$ cat src/hw/rtl/spq_pkg.sv
// Shared types and codes for the sorted priority queue.
// Used by spq_cell and sorted_priority_queue; depends on nothing.
`timescale 1ns / 1ps
`default_nettype none

package spq_pkg;

    localparam int MODE_BITS   = 2;
    localparam int STATUS_BITS = 2;

    localparam logic [MODE_BITS-1:0] MODE_INSERT = 2'd0;
    localparam logic [MODE_BITS-1:0] MODE_REMOVE = 2'd1;
    localparam logic [MODE_BITS-1:0] MODE_PEEK   = 2'd2;

    localparam logic [STATUS_BITS-1:0] STATUS_OK     = 2'd0;
    localparam logic [STATUS_BITS-1:0] STATUS_BADKEY = 2'd1;
    localparam logic [STATUS_BITS-1:0] STATUS_EMPTY  = 2'd2;
    localparam logic [STATUS_BITS-1:0] STATUS_FULL   = 2'd3;

    // Command broadcast to every cell of the row.
    typedef struct packed {
        logic ins;   // insert the broadcast entry in key order
        logic rem;   // shift every entry one cell toward the head
    } spq_cmd_t;

endpackage

`default_nettype wire

$ cat src/hw/rtl/spq_cell.sv
// One slot of the sorted row: holds a key and value, compares against the
// broadcast key and shifts with its neighbors. Depends on spq_pkg.
`timescale 1ns / 1ps
`default_nettype none

module spq_cell import spq_pkg::*; #(
    parameter int KEY_BITS   = 16,
    parameter int VALUE_BITS = 32
) (
    input  wire logic                  aclk,
    input  wire spq_cmd_t              cmd,
    input  wire logic                  occupied,
    input  wire logic [KEY_BITS-1:0]   key_in,
    input  wire logic [VALUE_BITS-1:0] value_in,
    input  wire logic                  left_ahead,
    input  wire logic [KEY_BITS-1:0]   left_key,
    input  wire logic [VALUE_BITS-1:0] left_value,
    input  wire logic [KEY_BITS-1:0]   right_key,
    input  wire logic [VALUE_BITS-1:0] right_value,
    output logic                       ahead,
    output logic [KEY_BITS-1:0]        key,
    output logic [VALUE_BITS-1:0]      value
);

    logic [KEY_BITS-1:0]   key_reg,   key_next;
    logic [VALUE_BITS-1:0] value_reg, value_next;

    // Entry stays ahead of the new key only when strictly smaller.
    assign ahead = occupied && (key_in > key_reg);

    always_comb begin
        key_next   = key_reg;
        value_next = value_reg;
        if (cmd.ins && !ahead) begin
            if (left_ahead) begin
                key_next   = key_in;
                value_next = value_in;
            end else begin
                key_next   = left_key;
                value_next = left_value;
            end
        end else if (cmd.rem) begin
            key_next   = right_key;
            value_next = right_value;
        end
    end

    always_ff @(posedge aclk) begin
        key_reg   <= key_next;
        value_reg <= value_next;
    end

    assign key   = key_reg;
    assign value = value_reg;

endmodule

`default_nettype wire

$ cat src/hw/rtl/sorted_priority_queue.sv
// Top level of the sorted priority queue: row of spq_cell slots, entry count
// and result register. Depends on spq_pkg and spq_cell.
`timescale 1ns / 1ps
`default_nettype none

// Min-priority queue of up to DEPTH entries held in key order in a row of
// cells; the head cell always holds the minimum. Each item is an insert,
// remove-minimum or peek; equal keys leave newest first, key zero is
// rejected, inserts into a full queue are dropped. One item is accepted per
// clock cycle while s_tready is high, and its result appears in the output
// register in the next cycle; the rate is set by the single key compare each
// cell does per cycle, with the broadcast key reaching all cells at once. A
// stalled result register holds off s_tready until the result is taken.
module sorted_priority_queue import spq_pkg::*; #(
    parameter int DEPTH      = 16,
    parameter int KEY_BITS   = 16,
    parameter int VALUE_BITS = 32,
    localparam int CNT_W     = $clog2(DEPTH + 1),
    localparam int IN_W      = MODE_BITS + KEY_BITS + VALUE_BITS,
    localparam int IN_BYTES_W  = ((IN_W + 7) / 8) * 8,
    localparam int OUT_W     = VALUE_BITS + STATUS_BITS + CNT_W + 1,
    localparam int OUT_BYTES_W = ((OUT_W + 7) / 8) * 8
) (
    input  wire logic                   aclk,
    input  wire logic                   aresetn,
    input  wire logic                   s_tvalid,
    output logic                        s_tready,
    // mode, key, value (lowest bit first), zero padded
    input  wire logic [IN_BYTES_W-1:0]  s_tdata,
    output logic                        m_tvalid,
    input  wire logic                   m_tready,
    // value_res, status, count, empty_res (lowest bit first), zero padded
    output logic [OUT_BYTES_W-1:0]      m_tdata
);

    localparam logic [CNT_W-1:0] DEPTH_CNT = CNT_W'(DEPTH);

    logic [MODE_BITS-1:0]  in_mode;
    logic [KEY_BITS-1:0]   in_key;
    logic [VALUE_BITS-1:0] in_value;

    assign in_mode  = s_tdata[MODE_BITS-1:0];
    assign in_key   = s_tdata[MODE_BITS +: KEY_BITS];
    assign in_value = s_tdata[MODE_BITS+KEY_BITS +: VALUE_BITS];

    logic accept;
    logic ins_ok, rem_ok, is_read, q_empty, q_full;
    spq_cmd_t cmd;

    logic [CNT_W-1:0] count_reg, count_next;

    logic                  out_valid_reg, out_valid_next;
    logic [VALUE_BITS-1:0] out_value_reg, out_value_next;
    logic [STATUS_BITS-1:0] out_status_reg, out_status_next;
    logic [CNT_W-1:0]      out_count_reg;
    logic                  out_empty_reg;

    logic                  cell_ahead [DEPTH];
    logic [KEY_BITS-1:0]   cell_key   [DEPTH];
    logic [VALUE_BITS-1:0] cell_value [DEPTH];

    assign s_tready = !out_valid_reg || m_tready;
    assign accept   = s_tvalid && s_tready;

    assign q_empty = (count_reg == '0);
    assign q_full  = (count_reg == DEPTH_CNT);
    assign is_read = (in_mode == MODE_REMOVE) || (in_mode == MODE_PEEK);
    assign ins_ok  = (in_mode == MODE_INSERT) && (in_key != '0) && !q_full;
    assign rem_ok  = (in_mode == MODE_REMOVE) && !q_empty;

    assign cmd.ins = accept && ins_ok;
    assign cmd.rem = accept && rem_ok;

    genvar gi;
    generate
        for (gi = 0; gi < DEPTH; gi++) begin : g_cell
            logic                  l_ahead;
            logic [KEY_BITS-1:0]   l_key,   r_key;
            logic [VALUE_BITS-1:0] l_value, r_value;
            logic                  occ;

            assign occ = (CNT_W'(gi) < count_reg);

            if (gi == 0) begin : g_head
                assign l_ahead = 1'b1;
                assign l_key   = in_key;
                assign l_value = in_value;
            end else begin : g_body
                assign l_ahead = cell_ahead[gi-1];
                assign l_key   = cell_key[gi-1];
                assign l_value = cell_value[gi-1];
            end

            if (gi == DEPTH - 1) begin : g_tail
                assign r_key   = cell_key[gi];
                assign r_value = cell_value[gi];
            end else begin : g_mid
                assign r_key   = cell_key[gi+1];
                assign r_value = cell_value[gi+1];
            end

            spq_cell #(
                .KEY_BITS   (KEY_BITS),
                .VALUE_BITS (VALUE_BITS)
            ) u_cell (
                .aclk        (aclk),
                .cmd         (cmd),
                .occupied    (occ),
                .key_in      (in_key),
                .value_in    (in_value),
                .left_ahead  (l_ahead),
                .left_key    (l_key),
                .left_value  (l_value),
                .right_key   (r_key),
                .right_value (r_value),
                .ahead       (cell_ahead[gi]),
                .key         (cell_key[gi]),
                .value       (cell_value[gi])
            );
        end
    endgenerate

    always_comb begin
        count_next = count_reg;
        if (cmd.ins) begin
            count_next = count_reg + 1'b1;
        end else if (cmd.rem) begin
            count_next = count_reg - 1'b1;
        end
    end

    always_comb begin
        out_value_next  = '0;
        out_status_next = STATUS_OK;
        case (in_mode)
            MODE_INSERT: begin
                if (in_key == '0) begin
                    out_status_next = STATUS_BADKEY;
                end else if (q_full) begin
                    out_status_next = STATUS_FULL;
                end
            end
            MODE_REMOVE, MODE_PEEK: begin
                if (q_empty) begin
                    out_status_next = STATUS_EMPTY;
                end else begin
                    out_value_next = cell_value[0];
                end
            end
            default: begin
                out_status_next = STATUS_OK;
            end
        endcase
    end

    // Hold the result until taken; a new item refills the register.
    assign out_valid_next = accept ? 1'b1 : (out_valid_reg && !m_tready);

    always_ff @(posedge aclk) begin
        if (!aresetn) begin
            count_reg     <= '0;
            out_valid_reg <= 1'b0;
        end else begin
            count_reg     <= count_next;
            out_valid_reg <= out_valid_next;
        end
    end

    always_ff @(posedge aclk) begin
        if (accept) begin
            out_value_reg  <= out_value_next;
            out_status_reg <= out_status_next;
            out_count_reg  <= count_next;
            out_empty_reg  <= (count_next == '0);
        end
    end

    assign m_tvalid = out_valid_reg;
    assign m_tdata  = OUT_BYTES_W'({out_empty_reg, out_count_reg,
                                    out_status_reg, out_value_reg});

`ifndef SYNTHESIS
    assert property (@(posedge aclk) disable iff (!aresetn)
        count_reg <= DEPTH_CNT)
        else $error("entry count above capacity");

    assert property (@(posedge aclk) disable iff (!aresetn)
        accept && rem_ok |=> count_reg == $past(count_reg) - 1'b1)
        else $error("remove did not shrink the queue");

    assert property (@(posedge aclk) disable iff (!aresetn)
        out_valid_reg && out_status_reg == STATUS_EMPTY |->
            out_count_reg == '0 && out_empty_reg && out_value_reg == '0)
        else $error("empty status with entries or data");

    assert property (@(posedge aclk) disable iff (!aresetn)
        accept && is_read && !q_empty |=> out_value_reg == $past(cell_value[0]))
        else $error("read result is not the head entry");

    generate
        for (gi = 0; gi + 1 < DEPTH; gi++) begin : g_order_chk
            assert property (@(posedge aclk) disable iff (!aresetn)
                (CNT_W'(gi + 1) < count_reg) |-> cell_key[gi] <= cell_key[gi+1])
                else $error("row out of key order");
        end
    endgenerate
`endif

endmodule

`default_nettype wire
$ cat config.mk
export PLATFORM = sky130hd
export DESIGN_NAME = sorted_priority_queue
export DESIGN_NICKNAME = d
export VERILOG_FILES = /design/src/hw/rtl/spq_pkg.sv /design/src/hw/rtl/spq_cell.sv /design/src/hw/rtl/sorted_priority_queue.sv
export SDC_FILE = /design/constraint.sdc
export NUM_CORES = 2
export LEC_CHECK = 0
export ABC_AREA = 1
export ABC_CLOCK_PERIOD_IN_PS = 7500
export BUFFER_PORTS_ARGS = -buffer_cell sky130_fd_sc_hd__buf_2
export CORE_MARGIN = 1
export CORE_UTILIZATION = 60
export CTS_CLUSTER_DIAMETER = 60
export CTS_CLUSTER_SIZE = 8
export DETAILED_ROUTE_END_ITERATION = 6
export GPL_TIMING_DRIVEN = 0
export PLACE_DENSITY = 0.77
export SLEW_MARGIN = 20
export SYNTH_ARGS = -nofsm -noshare
export SYNTH_HDL_FRONTEND = slang
export SYNTH_HIERARCHICAL = 1
export SYNTH_SLANG_ARGS = --single-unit
$ cat constraint.sdc
create_clock -name aclk -period 7.5 [get_ports aclk]
set_clock_uncertainty 0.15 [all_clocks]
set_input_delay 0.375 -clock aclk [delete_from_list [all_inputs] [get_ports aclk]]
set_output_delay 0.375 -clock aclk [all_outputs]
set_load 0.01 [all_outputs]
Word level (Yosys, flattened, before mapping). Index checks and enable logic that the tools add are counted.

Register bits: 814. Output and inout port bits: 42. Logic and storage cells: 255.

Add/subtract/negate cells: 2. $lt $le $gt $ge: 32. Equal/unequal tests: 3. Mux-type cells: 97. Bitwise logic cells: 1. Reductions and logical operators: 82.

Operators with widths (count): 32-bit 2-to-1 mux (45); 16-bit 2-to-1 mux (45); 16-bit > comparator (16); 4-bit by 5-bit less-than comparator with 1-bit output (first input constant) (8); 1-bit logical AND (39); 2-bit nonzero test (15); 1-bit zero test (20); 3-bit by 5-bit less-than comparator with 1-bit output (first input constant) (4); 16-bit zero test (1); 16-bit nonzero test (1); 5-bit zero test (2); 1-bit by 5-bit less-than comparator with 1-bit output (first input constant) (2); 2-bit by 5-bit less-than comparator with 1-bit output (first input constant) (2); 5-bit 2-to-1 mux (2); 2-bit 2-to-1 mux (3); 5-bit by 1-bit adder with 5-bit output (second input constant) (1); 5-bit == test (second input constant) (1); 5-bit by 1-bit subtractor with 5-bit output (second input constant) (1); 2-bit one-hot mux with 2 select lines (1); 2-bit OR reduction (2); 2-bit by 1-bit == test with 1-bit output (second input constant) (1); 2-bit == test (second input constant) (1); 2-bit zero test (1); 1-bit logical OR (1); 2 further kinds (2).

Longest topological paths before layout.
Depth after elaboration: 7. Gate-level depth with buffers: 20.

Cells and area by module. Netlist, hierarchy kept.

Modules (own cells, without submodules): spq_cell at g_cell[0].u_cell ... (times used 11, cells each 338, area each 3140.5 um2); spq_cell at g_cell[5].u_cell ... (times used 5, cells each 344, area each 3224.3 um2); sorted_priority_queue (times used 1, cells each 253, area each 2337.2 um2).

Worst setup path before layout. No wires, ideal clock.

Path type: register -> register. Start: register count_reg[0]. End: register g_cell[0].u_cell.key_reg[0] (enable). Setup time: 0.407 ns. Data arrival time: 3.346 ns. Setup slack: 3.597 ns. Cell stages (with the launch flop): 12. Path buffers: 2. Clock period less this slack: 3.903 ns. Cell sequence: dfxtp_1 -> inv_1 -> ha_1 -> nand2_1 -> nor2_4 -> nor2_8 -> nand3_4 -> inv_2 -> nand2_2 -> buf_6 -> buf_6 -> nand2_1.

RTL lines: start: declaration (line sorted_priority_queue.sv:50) `logic [CNT_W-1:0] count_reg, count_next;`; start signal: assignment (line sorted_priority_queue.sv:164) `count_reg <= count_next;`; end signal: assignment (line spq_cell.sv:49) `key_reg <= key_next;`; end: declaration (line spq_cell.sv:25) `logic [KEY_BITS-1:0] key_reg, key_next;`.

==> results.json <==
{
  "design.die.area_um2": 89500,
  "hold_ws_ps": 311,
  "port-buffer-count": 95,
  "maximum_clock_insertion_buffer_count": 3,
  "power.share.clock": 0.378,
  "cts_made_buffers": 113,
  "global_route.usage.total": 0.280,
  "drc_violations_left": 0,
  "share_seq_of_total_power": 0.462,
  "p_switching_mw": 3.18,
  "synthesis.instances": 5690,
  "layout_worst_path_cycle_share": 0.528,
  "viasPerCell": 5.55,
  "holdBufCountCts": 5,
  "slew_headroom": 0.322,
  "timing.reg2reg.worst_path_depth": 12,
  "cap_viol_max_count": 0,
  "finalSetupTns_ps": 0,
  "dr_wl_met3_um": 7340,
  "internal_power_mw": 8.85,
  "starting_utilization_of_the_core_area": 0.608,
  "gp_congestion": 0.867,
  "cts_tree": "done",
  "status": "complete, no violations",
  "critical_path.endpoint_type": "flip-flop",
  "peakVddDrop_mv": 0.217,
  "final_area_um2": 58500,
  "layoutNonFillerInstCount": 7109,
  "worst_ep_required_time_ps": 7780,
  "grt_first_pass_wirelength_um": 203000,
  "layout_min_cycle_time_ps": 3960,
  "detailedRoute.firstIterationViolations": 3089,
  "setup.worst_path.start_class": "flip-flop",
  "detailedPlacementHpwl_um": 97700,
  "htree_levels": 3,
  "layout-area-overhead-vs-synth_pct": 10.3,
  "utilization": 0.671,
  "wl_met1_um": 53700,
  "worst_hold_path.num_cells": 5,
  "core_region_area_um2": 87200,
  "area_of_the_multi_input_gates_um2": 25200,
  "power_per_cell_area_nw_per_um2": 206,
  "worst_setup_hold_path_clk_slew_ps": 50,
  "leakage_nw": 26.0,
  "largest_register_ffs": 512,
  "die_width_um": 299,
  "die_h_um": 299,
  "nets": 6249,
  "vias_after_detailed_routing": 39400,
  "insertion_delay_ps": 700,
  "yosysWarnings": 6,
  "first_global_vias": 38600,
  "total_instance_count_after_detailed_placement": 6961,
  "antenna_violations_before_repair": 6,
  "tritoncts_num_sinks": 814,
  "grt_ovf": 0,
  "relative_contribution_of_combinational_cells_to_total_power": 0.160,
  "report.final.hold_viol_count": 0,
  "clock.fmax_ghz": 0.252,
  "final_layout_size_suffix_gt1_frac": 0.220,
  "path_max_fanout": 10,
  "postCtsSetupBuffers": 0,
  "totalPowerFinal_mw": 12.0,
  "syn-mean-instance-area_um2": 9.31,
  "worst-slew-pin-transition_ps": 1020,
  "dpl-instance-area_um2": 55300,
  "final-setup-viol-count": 0,
  "first_pass_iters": 5,
  "timing.hold.worst.class": "input port to flip-flop",
  "final-seq-area_um2": 24400,
  "met2WireLength_um": 60500,
  "rows": 108,
  "synthesis.area_um2": 53000,
  "maximum_number_of_pins_on_one_net_before_global_route_repair": 50,
  "wl_per_cell_um": 17.7,
  "dr.max_layer_used": "met4",
  "rsz0062_at_grt": "false",
  "cts.repair.resized": 0,
  "final-max-slew-violation-count": 0,
  "postRouteAntennaNets": 0,
  "netSwitchingFraction": 0.264,
  "crit_arrival_ps": 4240,
  "post-place-ws_ps": 3290,
  "timing.setup.critical_path_class": "flip-flop to flip-flop",
  "io-pin-count": 102,
  "cts_root_buf": "sky130_fd_sc_hd__clkbuf_16",
  "post-route-worst-setup-slack_ps": 3540,
  "routed_wirelength_um": 126000,
  "final.fill_count": 6883
}
## area by class of cell
class,count,area share
Tap cell,1155,0.0247
Clock buffer,126,0.0496
Antenna cell,6,0.000257
Sequential cell,814,0.417
Timing Repair Buffer,118,0.0153
Inverter,440,0.0284
Clock inverter,11,0.00287
Multi-Input combinational cell,4113,0.431
Buffer,326,0.0312
## cells in the final DEF, fill, tap and decap left out, types with 16 or more instances in the layout
cell and n:
sky130_fd_sc_hd__inv_1 433, sky130_fd_sc_hd__nor2_1 143, sky130_fd_sc_hd__a21o_1 16, sky130_fd_sc_hd__buf_6 33
sky130_fd_sc_hd__nand3_1 793, sky130_fd_sc_hd__o21ai_0 18, sky130_fd_sc_hd__ha_1 263, sky130_fd_sc_hd__clkbuf_1 140
sky130_fd_sc_hd__edfxtp_1 808, sky130_fd_sc_hd__buf_12 17, sky130_fd_sc_hd__nand2_2 91, sky130_fd_sc_hd__nand4_1 16
sky130_fd_sc_hd__nand2_1 1853, sky130_fd_sc_hd__buf_2 216, sky130_fd_sc_hd__buf_4 23, sky130_fd_sc_hd__clkbuf_16 114
sky130_fd_sc_hd__a21oi_1 110, sky130_fd_sc_hd__mux2_2 752
## routing by layer
metal / global-route usage / up-vias
met5: 0 / -
met4: 0.107 / 0
met3: 0.0254 / 210
met2: 0.480 / 1340
met1: 0.370 / 18100
li1: - / 19800
## final timing paths
check | endpoint | startpoint | slack, ps
setup / recovery | g_cell[15].u_cell/key[11] | count_reg[2] | 3540
hold reg to reg | g_cell[13].u_cell/value[28] | g_cell[14].u_cell/value[28] | 370
hold / removal | out_status_reg[1] | m_tready | 310
setup reg to reg | g_cell[15].u_cell/key[11] | count_reg[2] | 3540
## worst max-delay path: stages (launching register included)
cell,delay (ps)
sky130_fd_sc_hd__dfxtp_1,370
sky130_fd_sc_hd__buf_2,260
sky130_fd_sc_hd__nand3_1,150
sky130_fd_sc_hd__o21ai_0,740
sky130_fd_sc_hd__o21a_1,240
sky130_fd_sc_hd__nand2_2,150
sky130_fd_sc_hd__buf_2,220
sky130_fd_sc_hd__inv_1,250
sky130_fd_sc_hd__buf_2,300
sky130_fd_sc_hd__buf_2,320
sky130_fd_sc_hd__mux2_2,370
sky130_fd_sc_hd__nand3_1,90
sky130_fd_sc_hd__nand2_1,70
## power by group through the flow
stage	Combinational [mW]	Clock (mW)	Sequential [mW]
after floorplan	1.38	0	5.58
after global placement	1.78	0	5.64
after detailed placement	1.88	0	5.63
after CTS	1.91	4.63	5.55
after global routing	2.14	4.79	5.58
final	1.92	4.55	5.55
No activity file was read; power rests on OpenSTA's default activity.
